$ cat config.mk
export PLATFORM = sky130hd
export DESIGN_NAME = ttcs_queue
export DESIGN_NICKNAME = d
export VERILOG_FILES = /design/src/sv/assert_macros.svh /design/src/sv/ttcs_pkg.sv /design/src/sv/ttcs_queue.sv
export SDC_FILE = /design/constraint.sdc
export NUM_CORES = 1
export LEC_CHECK = 0
export BUFFER_PORTS_ARGS = -buffer_cell sky130_fd_sc_hd__buf_2
export CAP_MARGIN = 25
export CELL_PAD_IN_SITES_DETAIL_PLACEMENT = 0
export CELL_PAD_IN_SITES_GLOBAL_PLACEMENT = 1
export CORE_ASPECT_RATIO = 0.7
export CORE_UTILIZATION = 49
export CTS_CLUSTER_DIAMETER = 100
export DETAILED_ROUTE_END_ITERATION = 8
export PLACE_DENSITY = 0.77
export SLEW_MARGIN = 20
export SYNTH_ARGS = -nofsm -noshare
export SYNTH_HDL_FRONTEND = slang
export SYNTH_SLANG_ARGS = --single-unit
$ cat constraint.sdc
create_clock -name clk -period 2.6 [get_ports clk]
set_input_delay 0.26 -clock clk [delete_from_list [all_inputs] [get_ports clk]]
set_output_delay 0.26 -clock clk [all_outputs]
set_load 0.05 [all_outputs]
$ cat src/sv/assert_macros.svh
// assertion macros shared by the terminal rtl
`ifndef ASSERT_MACROS_SVH
`define ASSERT_MACROS_SVH

// condition that must hold at every clock edge out of reset
`define TTCS_ASSERT(name, cond) \
	name: assert property (@(posedge clk) disable iff (!arst_n) (cond)) \
		else $error("ttcs assertion failed");

// implication checked in the same cycle
`define TTCS_ASSERT_IMP(name, ante, cons) \
	name: assert property (@(posedge clk) disable iff (!arst_n) (ante) |-> (cons)) \
		else $error("ttcs assertion failed");

`endif

$ cat src/sv/ttcs_pkg.sv
`timescale 1ns / 1ps
// types and constants shared by the text terminal blocks
package ttcs_pkg;

	// command field
	localparam logic CMD_PUT  = 1'b0;
	localparam logic CMD_READ = 1'b1;

	// control characters
	localparam logic [7:0] CHAR_NL = 8'h0A;
	localparam logic [7:0] CHAR_FF = 8'h0C;

	// cell written by a form feed
	localparam logic [15:0] CLEAR_CELL = 16'h0700;

	// configuration register indexes
	localparam int          CFG_IDX_W     = 3;
	localparam logic [2:0]  REG_FILL      = 3'd0;
	localparam logic [2:0]  REG_LEFT      = 3'd1;
	localparam logic [2:0]  REG_RIGHT     = 3'd2;
	localparam logic [2:0]  REG_UP        = 3'd3;
	localparam logic [2:0]  REG_DOWN      = 3'd4;

	// configuration reset values
	localparam logic [7:0] RST_FILL  = 8'd7;
	localparam logic [7:0] RST_LEFT  = 8'd17;
	localparam logic [7:0] RST_RIGHT = 8'd18;
	localparam logic [7:0] RST_UP    = 8'd19;
	localparam logic [7:0] RST_DOWN  = 8'd20;

	// operation classes decided by the front end
	localparam logic [2:0] OP_READ    = 3'd0;
	localparam logic [2:0] OP_NEWLINE = 3'd1;
	localparam logic [2:0] OP_FF      = 3'd2;
	localparam logic [2:0] OP_LEFT    = 3'd3;
	localparam logic [2:0] OP_RIGHT   = 3'd4;
	localparam logic [2:0] OP_UP      = 3'd5;
	localparam logic [2:0] OP_DOWN    = 3'd6;
	localparam logic [2:0] OP_PRINT   = 3'd7;

	// op queue sizing
	localparam int QDEPTH  = 4;
	localparam int Q_PTR_W = 2;
	localparam int Q_CNT_W = 3;

	typedef struct packed {
		logic       cmd;
		logic [7:0] char_byte;
		logic [7:0] char_color;
		logic       keep_color;
		logic [6:0] read_col;
		logic [4:0] read_row;
	} ttcs_in_t;

	typedef struct packed {
		logic [6:0]  cursor_col;
		logic [4:0]  cursor_row;
		logic [10:0] cursor_linear;
		logic [15:0] read_cell;
		logic        did_scroll;
		logic        did_clear;
	} ttcs_out_t;

	typedef struct packed {
		logic [2:0] kind;
		logic       in_range;
		logic [7:0] char_byte;
		logic [7:0] char_color;
		logic       keep_color;
		logic [6:0] read_col;
		logic [4:0] read_row;
	} ttcs_op_t;

	typedef struct packed {
		logic               full;
		logic               empty;
		logic [Q_CNT_W-1:0] count;
	} ttcs_q_stat_t;

	typedef struct packed {
		logic init_busy;
		logic busy;
	} ttcs_back_stat_t;

endpackage

$ cat src/sv/ttcs_queue.sv
`timescale 1ns / 1ps
// small fifo of classified ops between front and back
module ttcs_queue import ttcs_pkg::*; (
	input  logic         clk,
	input  logic         arst_n,
	input  logic         push,
	input  ttcs_op_t     push_op,
	input  logic         pop,
	output ttcs_op_t     head,
	output ttcs_q_stat_t stat
);

	ttcs_op_t           entry_q [QDEPTH];
	logic [Q_PTR_W-1:0] wr_ptr_q;
	logic [Q_PTR_W-1:0] rd_ptr_q;
	logic [Q_CNT_W-1:0] count_q;

	always_ff @(posedge clk or negedge arst_n) begin
		if (!arst_n) begin
			wr_ptr_q <= '0;
			rd_ptr_q <= '0;
			count_q  <= '0;
		end else begin
			if (push)
				wr_ptr_q <= wr_ptr_q + Q_PTR_W'(1);
			if (pop)
				rd_ptr_q <= rd_ptr_q + Q_PTR_W'(1);
			if (push && !pop)
				count_q <= count_q + Q_CNT_W'(1);
			else if (pop && !push)
				count_q <= count_q - Q_CNT_W'(1);
		end
	end

	always_ff @(posedge clk) begin
		if (push)
			entry_q[wr_ptr_q] <= push_op;
	end

	assign head       = entry_q[rd_ptr_q];
	assign stat.full  = (count_q == Q_CNT_W'(QDEPTH));
	assign stat.empty = (count_q == '0);
	assign stat.count = count_q;

endmodule

==> results.ini <==
[sta]
setup_tns_ns = 0
relSlewSlack_pct = 63.9
max_freq_mhz = 443
maxSlewViolCount = 0
finalCritPeriodShare_pct = 86.9
post-route-min-period_ns = 2.26
finalHoldViolations = 0
setup_viol = 0
rsz0062_at_grt = false
worstMarginPinSlew_ns = 0.542
worst_clock_skew_ns = 0.00505
setup_slack_ns = 0.342

[clock_network]
cts_tree = yes
post_cts_resized = 0
cts.sinks = 139
ctsRootBufferMaster = clkbuf_16
cts_made_buffers = 17
cts-htree-levels = 4
cts_buffer_depth = 2
clkTransAtPathRegs_ns = 0.05
clkLatencyLatePin_ns = 0.40

[floorplanning]
row_count = 31
core_um2 = 10400
die_h_um = 88.3
die_area_um2 = 11100
die_w_um = 125
ioPinCount = 75
start_util_pct = 50.3

[synthesis]
yosysSeqAreaShare_pct = 79.5
synth_warnings = 0
synth-main-ff-cell = edfxtp_1
synth.most_common_cell = edfxtp_1
synth_commonest_cells = edfxtp_1 (132), mux4_2 (28), dfrtp_1 (7)
ys_ff_latch = 139
synth_area_leaders = edfxtp_1 (76%), mux4_2 (12%), dfrtp_1 (3.4%), mux4_1 (2.5%), ha_1 (1.2%)
synth_cell_types = 19
synthesis.nets = 250
syn_area_um2 = 5210
synth_cells = 207
syn_area_per_cell_um2 = 25.2
synth_edf_count = 132
synth_area_leader_cell = edfxtp_1
synthArstFlopShare_pct = 5.04
synth_top_area_share_pct = 76.1

[grt]
grt_usage_pct = 16.7
overflow = 0
antenna_found_initial = 0
busiest_layer = met2
met1_usage_pct = 21.4
grtUsageMet3_pct = 6.41
grt_pass1_vias = 2394
gr-usage-met2_pct = 26.4
grt_max_degree = 32
grt_pass1_wl_um = 13100

[place]
hpwl_um = 5190
place_area_um2 = 5780
port-buffer-count = 74
gp_congestion = 0.687
pre_cts_slack_ns = 0.746
dp_cells = 414

[routing]
via_per_inst = 5.19
first_iter_violations = 132
firstDrtPassIters = 8
via_count = 2321
ant_nets = 0
routed_wl_um = 8460
drc = 6
wire_per_inst_um = 18.9

[status]
violations = design-rule violations
status = complete, but fails checks

[setup_path]
rr_worst_depth = 4
critical_path_class = reg -> out
worstPathArrival_ns = 2.00
critPathRequiredTime_ns = 2.34
end_kind = output pin
path_max_fanout = 13
worstSetupStartpointType = register

[power]
p_sw_mw = 3.14
seqPwrFrac_pct = 37.8
power.density_nw_per_um2 = 1330
ir_drop_v = 0.000824
combPwrFrac_pct = 37.0
p_int_mw = 5.22
switching_share_pct = 37.6
clockPowerShare_pct = 25.2
leakage_nw = 2.25

[final_layout]
diodes = 0
finalNonFillerCells = 447
drive_gt1_share_pct = 45.4
area_delta_synth_final_pct = 21.1
stdcell_area_um2 = 6310
final_nets = 345

[worst_hold_path]
holdPathStages = 1
hp-class = in -> reg

[flow_run]
max_cap_violations = 0

## path summary, 6_finish.rpt
kind                              from        endpoint  slack (ns)
setup / recovery           rd_ptr_q[0]        head[17]        0.34
hold / removal             push_op[23]  entry_q[0][23]        0.07
setup reg to reg           wr_ptr_q[0]  entry_q[0][27]        0.90
hold reg to reg             count_q[2]      count_q[2]        0.51
max in group asynchronous       arst_n     rd_ptr_q[0]        2.19
min in group asynchronous       arst_n     rd_ptr_q[1]        0.23
## what timing repair did
| item | in CTS | in global routing |
|---|---|---|
| setup buffers | 0 | 0 |
| hold buffers | 1 | 0 |
| endpoints found under the hold margin | 7 | 0 |
## worst max-delay path, cell delays in order (launching register included)
cell and delay [ns]:
dfrtp_2 0.47, buf_4 0.31, mux4_2 0.57, buf_2 0.23
## sequential cells by signal, indices dropped and copies added, names as in the netlist
signal    count
count_q       3
entry_q     132
wr_ptr_q      2
rd_ptr_q      2
## power by group through the flow
| stage | Combinational, mW | Sequential, mW | Clock, mW |
|---|---|---|---|
| finish | 3.09 | 3.16 | 2.11 |
| global route | 3.26 | 3.21 | 2.24 |
| CTS | 3.14 | 3.17 | 2.14 |
| detailed placement | 3.13 | 3.21 | 0 |
| global placement | 3.11 | 3.19 | 0 |
| floorplan | 2.50 | 3.17 | 0 |
## cell usage in the layout (no fill, tap or decap)
| master | netlist | final |
|---|---|---|
| edfxtp_1 | 132 | 132 |
| buf_2 | 4 | 74 |
| mux4_2 | 28 | 28 |
| clkbuf_16 | 0 | 17 |
| clkinv_2 | 0 | 6 |
| mux4_1 | 5 | 5 |
| ha_1 | 5 | 5 |
| dfrtp_1 | 7 | 5 |
| buf_4 | 0 | 5 |
| inv_1 | 4 | 4 |
| and2_2 | 0 | 4 |
| xor2_1 | 4 | 4 |
| clkbuf_1 | 0 | 4 |
| buf_12 | 3 | 4 |
| clkinv_1 | 0 | 3 |
| xnor2_1 | 2 | 2 |
| nand2_1 | 2 | 2 |
| dfrtp_2 | 0 | 2 |
| nor3b_1 | 1 | 1 |
| nor3_1 | 1 | 1 |
| mux2_2 | 1 | 1 |
| o21ai_0 | 1 | 1 |
| nor2_1 | 1 | 1 |
| fa_1 | 1 | 1 |
| bufinv_16 | 0 | 1 |
| clkinvlp_4 | 0 | 1 |
| dlygate4sd3_1 | 0 | 1 |
## per-stage QoR
step           total power, mW  hold slack (ns)  utilization (%)
2_1_floorplan             5.67          -0.0356                -
3_3_place_gp              6.30            0.104             55.8
3_5_place_dp              6.34            0.107             55.8
4_1_cts                   8.46           0.0541             60.9
5_1_grt                   8.70           0.0483             60.9
6_report                  8.36           0.0682             60.9
## metal layers
| layer | vias to the layer above | wire (um) |
|---|---|---|
| met5 | - | 0 |
| met4 | 0 | 14 |
| met3 | 2 | 649 |
| met2 | 84 | 4020 |
| met1 | 1175 | 3780 |
| li1 | 1060 | - |
## cells by family (layout without fill, tap and decap cells)
group / after synthesis / count (layout) / synth area share (%)
flip-flops: 139 / 139 / 79.5
AND/OR/NAND/NOR: 9 / 9 / 0.937
multiplexers: 34 / 34 / 14.8
XOR/XNOR: 6 / 6 / 1.01
adder cells (fa/ha/maj): 6 / 6 / 1.59
buffers and inverters: 12 / 120 / 2.04
AO/OA/AOI/OAI: 1 / 1 / 0.0960
## layout make-up
cell class | instances | area [um2]
fill | 738 | 4050
clock buffer | 21 | 440
clock inverter | 11 | 78.8
multi-input combinational | 56 | 967
tap | 132 | 165
timing repair buffer | 84 | 498
inverter | 4 | 15.0
sequential | 139 | 4140
Power figures use the tool's default switching activity.
