**config.mk**
```make
export PLATFORM = sky130hd
export DESIGN_NAME = ttcs_front
export DESIGN_NICKNAME = d
export VERILOG_FILES = /design/src/sv/assert_macros.svh /design/src/sv/ttcs_pkg.sv /design/src/sv/ttcs_front.sv
export SDC_FILE = /design/constraint.sdc
export NUM_CORES = 1
export LEC_CHECK = 0
export ABC_AREA = 1
export BUFFER_PORTS_ARGS = -buffer_cell sky130_fd_sc_hd__buf_4
export CAP_MARGIN = 20
export CORE_MARGIN = 2
export CORE_UTILIZATION = 47
export DETAILED_ROUTE_END_ITERATION = 10
export PLACE_DENSITY = 0.76
export SETUP_SLACK_MARGIN = 0.4
export SKIP_LAST_GASP = 1
export SLEW_MARGIN = 0
export SYNTH_ARGS = -nofsm -noshare
export SYNTH_HDL_FRONTEND = slang
export SYNTH_SLANG_ARGS = --single-unit
```
**constraint.sdc**
```tcl
create_clock -name clk -period 2 [get_ports clk]
set_clock_uncertainty 0.05 [all_clocks]
set_input_delay 0.4 -clock clk [delete_from_list [all_inputs] [get_ports clk]]
set_output_delay 0.4 -clock clk [all_outputs]
set_load 0.01 [all_outputs]
```
**src/sv/assert_macros.svh**
```systemverilog
// assertion macros shared by the terminal rtl
`ifndef ASSERT_MACROS_SVH
`define ASSERT_MACROS_SVH

// condition that must hold at every clock edge out of reset
`define TTCS_ASSERT(name, cond) \
	name: assert property (@(posedge clk) disable iff (!arst_n) (cond)) \
		else $error("ttcs assertion failed");

// implication checked in the same cycle
`define TTCS_ASSERT_IMP(name, ante, cons) \
	name: assert property (@(posedge clk) disable iff (!arst_n) (ante) |-> (cons)) \
		else $error("ttcs assertion failed");

`endif

```
**src/sv/ttcs_pkg.sv**
```systemverilog
`timescale 1ns / 1ps
// types and constants shared by the text terminal blocks
package ttcs_pkg;

	// command field
	localparam logic CMD_PUT  = 1'b0;
	localparam logic CMD_READ = 1'b1;

	// control characters
	localparam logic [7:0] CHAR_NL = 8'h0A;
	localparam logic [7:0] CHAR_FF = 8'h0C;

	// cell written by a form feed
	localparam logic [15:0] CLEAR_CELL = 16'h0700;

	// configuration register indexes
	localparam int          CFG_IDX_W     = 3;
	localparam logic [2:0]  REG_FILL      = 3'd0;
	localparam logic [2:0]  REG_LEFT      = 3'd1;
	localparam logic [2:0]  REG_RIGHT     = 3'd2;
	localparam logic [2:0]  REG_UP        = 3'd3;
	localparam logic [2:0]  REG_DOWN      = 3'd4;

	// configuration reset values
	localparam logic [7:0] RST_FILL  = 8'd7;
	localparam logic [7:0] RST_LEFT  = 8'd17;
	localparam logic [7:0] RST_RIGHT = 8'd18;
	localparam logic [7:0] RST_UP    = 8'd19;
	localparam logic [7:0] RST_DOWN  = 8'd20;

	// operation classes decided by the front end
	localparam logic [2:0] OP_READ    = 3'd0;
	localparam logic [2:0] OP_NEWLINE = 3'd1;
	localparam logic [2:0] OP_FF      = 3'd2;
	localparam logic [2:0] OP_LEFT    = 3'd3;
	localparam logic [2:0] OP_RIGHT   = 3'd4;
	localparam logic [2:0] OP_UP      = 3'd5;
	localparam logic [2:0] OP_DOWN    = 3'd6;
	localparam logic [2:0] OP_PRINT   = 3'd7;

	// op queue sizing
	localparam int QDEPTH  = 4;
	localparam int Q_PTR_W = 2;
	localparam int Q_CNT_W = 3;

	typedef struct packed {
		logic       cmd;
		logic [7:0] char_byte;
		logic [7:0] char_color;
		logic       keep_color;
		logic [6:0] read_col;
		logic [4:0] read_row;
	} ttcs_in_t;

	typedef struct packed {
		logic [6:0]  cursor_col;
		logic [4:0]  cursor_row;
		logic [10:0] cursor_linear;
		logic [15:0] read_cell;
		logic        did_scroll;
		logic        did_clear;
	} ttcs_out_t;

	typedef struct packed {
		logic [2:0] kind;
		logic       in_range;
		logic [7:0] char_byte;
		logic [7:0] char_color;
		logic       keep_color;
		logic [6:0] read_col;
		logic [4:0] read_row;
	} ttcs_op_t;

	typedef struct packed {
		logic               full;
		logic               empty;
		logic [Q_CNT_W-1:0] count;
	} ttcs_q_stat_t;

	typedef struct packed {
		logic init_busy;
		logic busy;
	} ttcs_back_stat_t;

endpackage

```
**src/sv/ttcs_front.sv**
```systemverilog
`timescale 1ns / 1ps
// front end: configuration registers and command classification
module ttcs_front import ttcs_pkg::*; #(
	parameter int COLUMNS = 80,
	parameter int ROWS    = 25
) (
	input  logic                 clk,
	input  logic                 arst_n,
	input  logic                 cfg_we,
	input  logic [CFG_IDX_W-1:0] cfg_index,
	input  logic [7:0]           cfg_data,
	input  ttcs_in_t             in_word,
	output ttcs_op_t             op,
	output logic [7:0]           fill_color
);

	logic [7:0] fill_q;
	logic [7:0] code_left_q;
	logic [7:0] code_right_q;
	logic [7:0] code_up_q;
	logic [7:0] code_down_q;
	logic       col_ok;
	logic       row_ok;

	always_ff @(posedge clk or negedge arst_n) begin
		if (!arst_n) begin
			fill_q       <= RST_FILL;
			code_left_q  <= RST_LEFT;
			code_right_q <= RST_RIGHT;
			code_up_q    <= RST_UP;
			code_down_q  <= RST_DOWN;
		end else if (cfg_we) begin
			case (cfg_index)
				REG_FILL:  fill_q       <= cfg_data;
				REG_LEFT:  code_left_q  <= cfg_data;
				REG_RIGHT: code_right_q <= cfg_data;
				REG_UP:    code_up_q    <= cfg_data;
				REG_DOWN:  code_down_q  <= cfg_data;
				default: ;
			endcase
		end
	end

	assign fill_color = fill_q;

	assign col_ok = ({1'b0, in_word.read_col} < 8'(COLUMNS));
	assign row_ok = ({2'b00, in_word.read_row} < 7'(ROWS));

	// newline and form feed win over the programmable codes
	always_comb begin
		op.in_range   = col_ok && row_ok;
		op.char_byte  = in_word.char_byte;
		op.char_color = in_word.char_color;
		op.keep_color = in_word.keep_color;
		op.read_col   = in_word.read_col;
		op.read_row   = in_word.read_row;
		if (in_word.cmd == CMD_READ)
			op.kind = OP_READ;
		else if (in_word.char_byte == CHAR_NL)
			op.kind = OP_NEWLINE;
		else if (in_word.char_byte == CHAR_FF)
			op.kind = OP_FF;
		else if (in_word.char_byte == code_left_q)
			op.kind = OP_LEFT;
		else if (in_word.char_byte == code_right_q)
			op.kind = OP_RIGHT;
		else if (in_word.char_byte == code_up_q)
			op.kind = OP_UP;
		else if (in_word.char_byte == code_down_q)
			op.kind = OP_DOWN;
		else
			op.kind = OP_PRINT;
	end

endmodule

```
==> flow_summary.ini, run 1 <==
[status]
status = finished with violations
violations = negative setup slack

[routing]
drc = 0
vias_per_cell = 4.65
drtAntennaViolNets = 0
vias = 1806
routedWlPerCell_um = 12.2
first_iter_violations = 95
first_pass_iters = 4
routed_wl_um = 4740

[sta]
fin_tns_setup_ns = -0.140
timing.slew.headroom_pct = 62.1
final_max_slew_viol_count = 0
rsz0062_at_grt = true
finalHoldViolCount = 0
worst_pin_slew_ns = 0.567
period_share_pct = 105
setup_violations = 2
max_freq_mhz = 476
min_period_ns = 2.10
worst_slack_ns = -0.0995
fin_hold_ws_ns = 0.0144

[yosys]
synth.distinct_cells = 26
ys.warnings.count = 0
synth_area_leaders = dfrtp_1, nand2_1, dfstp_2
synthCells = 293
synth_nets = 337
synthSimpleGateAreaFrac_pct = 20.7
syn_area_per_cell_um2 = 8.11
yosysTopAreaCellShare_pct = 29.5
synth_xor_area_share_pct = 9.22
yosys.area.top_type = dfrtp_1
ys_seq_area_share_pct = 42.8
syn-cell-area_um2 = 2370
synth_compound_area_share_pct = 9.54
ys_ff_latch = 40
synthAdderAreaFrac_pct = 0
synth_mux_area_share_pct = 0
synth_top_family_by_area = simple AND/OR/NAND/NOR gates

[pwr]
pwr-share-comb_pct = 25.8
seqPwrFrac_pct = 49.1
power-per-cell-area_nw_per_um2 = 842
p_leak_nw = 1.37
peakVddDrop_mv = 0.746
netSwitchingFraction_pct = 29.4
p_clk_share_pct = 25.2
internal-power_mw = 1.61
power.net_switching_uw = 671

[cts]
tritoncts = done
cts.hold.buffers_added = 0
clock_latency_ns = 0.29
numCtsBuffers = 5
cts_max_level = 2
clockBufferDepth = 2
cts_root_buf = clkbuf_8
clk_pin_slew_ns = 0.07
cts_sinks = 40

[setup_path]
start_kind = flip-flop
r2r_slack_ns = 1.09
cp.arrival_ns = 1.65
critPathKind = reg -> out
endpoint_kind = output port
critPathMaxFanout = 3
cp-startpoint = code_down_q[4]$_DFFE_PN1P_
worstReg2RegStart = code_down_q[4]$_DFFE_PN1P_
required_ns = 1.55
endpoint = op[30]
worstRegToRegCells = 3
r2r_end = code_down_q[4]$_DFFE_PN1P_

[floorplan]
initial_core_util_pct = 49.6
coreArea_um2 = 4790
fp-row-count = 25
design.die.area_um2 = 5640
io_pins = 85
fp.dieH_um = 75.1
die_x_um = 75.1

[grt]
overflow = 0
grt_max_degree = 41
antenna_found_initial = 0
grt_pass1_wl_um = 7560
track_usage_pct = 17.7
grt_pass1_vias = 1652

[placed_design]
placed_cell_area_um2 = 2590
place_hpwl_um = 3600
place_inst = 379
port_buffers = 58
gp_congestion = 0.796

[cells_and_area]
final_cell_mix = nand2_1, buf_4, o21ai_1
drive_gt1_share_pct = 31.8
final_area_um2 = 2710
final_common_cell = nand2_1
area_delta_synth_final_pct = 14.1
fillers = 463
fin_util_pct = 56.6
stdcell_count = 388
n_antenna_cell = 0
nets = 364

[worst_hold_path]
hp-class = in -> async

[run]
drv_cap = 0
state kept, by name, indices dropped and copies added (netlist names):
register,count
code_down_q,8
code_up_q,8
code_right_q,8
fill_color,8
code_left_q,8
cells in the mapped netlist:
| cell type | count |
|---|---|
| a21oi_1 | 1 |
| a21oi_2 | 1 |
| buf_2 | 5 |
| buf_4 | 29 |
| buf_6 | 6 |
| dfrtp_1 | 28 |
| dfstp_2 | 12 |
| inv_1 | 21 |
| inv_2 | 9 |
| nand2_1 | 89 |
| nand2_2 | 3 |
| nand3_1 | 2 |
| nand3_2 | 2 |
| nand4_1 | 3 |
| nor2_1 | 12 |
| nor2_2 | 2 |
| nor3_1 | 1 |
| nor3_2 | 2 |
| o21a_1 | 1 |
| o21ai_0 | 1 |
| o21ai_1 | 40 |
| or2_0 | 1 |
| xnor2_1 | 16 |
| xnor2_2 | 1 |
| xnor2_4 | 1 |
| xor2_1 | 4 |
metal layers:
metal  global-route usage, %  vias up  part of all wire (%)  routed length, µm
li1                        -      927                     -                  -
met3                    3.35        8                   7.2                341
met5                       0        -                     0                  0
met1                    25.6      798                    48               2260
met4                    5.36        0                  0.59                 28
met2                    26.9       73                    45               2110
stage by stage:
step	total power, mW	worst slack (ns)
finish	2.28	-0.0995
global route	2.43	-0.214
detailed placement	1.72	0.123
CTS	2.30	-0.105
floorplan	1.54	0.343
global placement	1.69	0.118
worst max-delay path, cell delays in order (launching register included):
cell and delay [ns]:
dfstp_2 0.57, inv_1 0.05, nand2_1 0.05, nand2_1 0.05, nor2_1 0.10, nand2_1 0.06, nor2_1 0.08, nand2_1 0.06
nand2_1 0.05, nand2_1 0.04, nand2_1 0.06, a21oi_2 0.05, buf_4 0.14
final cells by class:
class                      count  area (µm²)  area share [%]
inverter                      30         113            4.16
timing repair buffer          60         450            16.6
tap                           67        83.8            3.09
multi-input combinational    183         946            34.9
sequential                    40        1020            37.5
clock buffer                   8         100            3.70
worst min path at each step:
stage            from  slack [ns]                          to
2_1_floorplan  arst_n        0.05  code_down_q[0]$_DFFE_PN0P_
3_3_place_gp   arst_n        0.35   fill_color[5]$_DFFE_PN0P_
3_5_place_dp   arst_n        0.35   fill_color[7]$_DFFE_PN0P_
4_1_cts        arst_n        0.03  code_down_q[5]$_DFFE_PN0P_
5_1_grt        arst_n        0.05    code_up_q[5]$_DFFE_PN0P_
6_report       arst_n        0.01  code_down_q[5]$_DFFE_PN0P_
what timing repair did:
| action | in CTS | in global routing |
|---|---|---|
| resized for setup | 0 | 2 |
| cloned | 0 | 0 |
| buffers inserted | 0 | 1 |
| endpoints found under the setup margin | 3 | 3 |
| pin swaps | 5 | 0 |
power by group through the flow:
stage | registers, mW | clock network [mW] | logic, mW
after floorplan | 1.11 | 0 | 0.424
after global placement | 1.12 | 0 | 0.570
after detailed placement | 1.13 | 0 | 0.587
after CTS | 1.12 | 0.594 | 0.588
after global routing | 1.14 | 0.622 | 0.669
final | 1.12 | 0.574 | 0.588
cell families after synthesis:
group / Yosys count
compound gates: 44
xor+xnor: 22
buf+inv: 70
flops: 40
simple gates: 117
Power figures use the tool's default switching activity.
==> run 2, diff against run 1 <==
- CTS_BUF_LIST: default -> sky130_fd_sc_hd__clkbuf_4 sky130_fd_sc_hd__clkbuf_8
- SKIP_LAST_GASP: 1 -> default
==> flow_summary.ini, run 2 (same netlist as run 1, synthesis figures left out) <==
[cts]
numCtsBuffers = 5
cts.hold.buffers_added = 0
tritoncts = done
cts_sinks = 40
clk_pin_slew_ns = 0.07
cts_root_buf = clkbuf_8
clock_latency_ns = 0.28
clockBufferDepth = 2
cts_max_level = 2

[placed_design]
gp_congestion = 0.796
place_hpwl_um = 3600
port_buffers = 58

[status]
violations = negative setup slack
status = finished with violations

[setup_path]
crit_chain = nand2_2 > nand2_1 > nand2_1 > nor2_1 > nand2_1 > nand2_1 > nand2_1 > nand2_1 > nand2_1 > a21oi_2 > buf_4
slowest_stage = dfstp_2
cp_common_cell = nand2_1
crit_family = simple AND/OR/NAND/NOR gates
start_kind = flip-flop
required_ns = 1.55
endpoint_kind = output port
worstPathBufferInverterCount = 1
critPathKind = reg -> out
critPathMaxFanout = 3
cp.arrival_ns = 1.64
max_stage_delay_ns = 0.56

[floorplan]
initial_core_util_pct = 49.6
fp.dieH_um = 75.1
coreArea_um2 = 4790
die_x_um = 75.1
design.die.area_um2 = 5640
io_pins = 85
fp-row-count = 25

[routing]
drc = 0
vias = 1805
first_iter_violations = 80
vias_per_cell = 4.65
drtAntennaViolNets = 0
first_pass_iters = 4
routedWlPerCell_um = 12.1
routed_wl_um = 4710

[pwr]
peakVddDrop_mv = 0.748
p_leak_nw = 1.37
power-per-cell-area_nw_per_um2 = 846
power_mw = 2.29

[cells_and_area]
area_delta_synth_final_pct = 14.2
final_common_cell = nand2_1
seq_area_um2 = 1020
fillers = 461
final_cell_mix = nand2_1, buf_4, o21ai_1
multi_input_area_um2 = 946
n_antenna_cell = 0
nets = 364
fin_util_pct = 56.7
drive_gt1_share_pct = 32.4

[sta]
worst_pin_slew_ns = 0.573
min_period_ns = 2.09
worst_slack_ns = -0.0907
max_freq_mhz = 478
timing.slew.headroom_pct = 61.7
rsz0062_at_grt = true
final_max_slew_viol_count = 0
finalHoldViolCount = 0
setup_violations = 2
period_share_pct = 105

[run]
drv_cap = 0

[grt]
grt_pass1_wl_um = 7540
overflow = 0
antenna_found_initial = 0
grt_max_degree = 41
track_usage_pct = 17.6
grt_pass1_vias = 1652

[worst_hold_path]
hp-class = in -> async
==> run 2: per-layer routing <==
metal | up-vias | part of all wire (%) | track usage, %
li1 | 925 | - | -
met1 | 804 | 48 | 25.5
met2 | 65 | 44 | 26.9
met3 | 11 | 6.5 | 3.35
met4 | 0 | 1.1 | 5.36
met5 | - | 0 | 0
==> run 2: through the flow <==
| stage | worst slack, ns | cell area, µm² | hold slack (ns) | cells | TNS, ns |
|---|---|---|---|---|---|
| global route | -0.203 | 2710 | 0.0506 | 388 | -0.448 |
| detailed placement | 0.123 | 2590 | 0.352 | 379 | 0 |
| finish | -0.0907 | 2710 | 0.0147 | 388 | -0.131 |
| CTS | -0.104 | 2700 | 0.0305 | 387 | -0.191 |
| global placement | 0.118 | 2590 | 0.347 | 379 | 0 |
| floorplan | 0.343 | 2370 | 0.0544 | 293 | 0 |
==> run 2: what timing repair did <==
action,4_1_cts,5_1_grt
endpoints found under the setup margin,3,3
gates resized for setup,1,2
pin swaps,5,0
buffers inserted,0,1
==> run 2: final timing paths <==
path	start	to	slack (ns)	cells past startpoint
worst min-delay path	arst_n	code_right_q[5]$_DFFE_PN0P_	0.01	1
worst max register to register	code_down_q[4]$_DFFE_PN1P_	code_down_q[4]$_DFFE_PN1P_	1.07	3
worst max-delay path	code_up_q[4]$_DFFE_PN1P_	op[30]	-0.09	11
min in group clk	cfg_data[0]	code_down_q[0]$_DFFE_PN0P_	0.38	3
max in group asynchronous	arst_n	fill_color[2]$_DFFE_PN1P_	1.51	1
worst min register to register	fill_color[2]$_DFFE_PN1P_	fill_color[2]$_DFFE_PN1P_	0.43	2
==> run 2: final cells by class <==
class                           count  area share (%)
Clock buffer                        8            3.83
Inverter                           30            4.15
Multi-Input combinational cell    183            34.9
Sequential cell                    40            37.5
Tap cell                           67            3.09
Timing Repair Buffer               60            16.6
==> run 2: power by group <==
part,internal [mW],leakage (nW),switching [mW]
Clock,0.328,0.0549,0.260
Combinational,0.300,0.837,0.287
Sequential,0.995,0.478,0.124
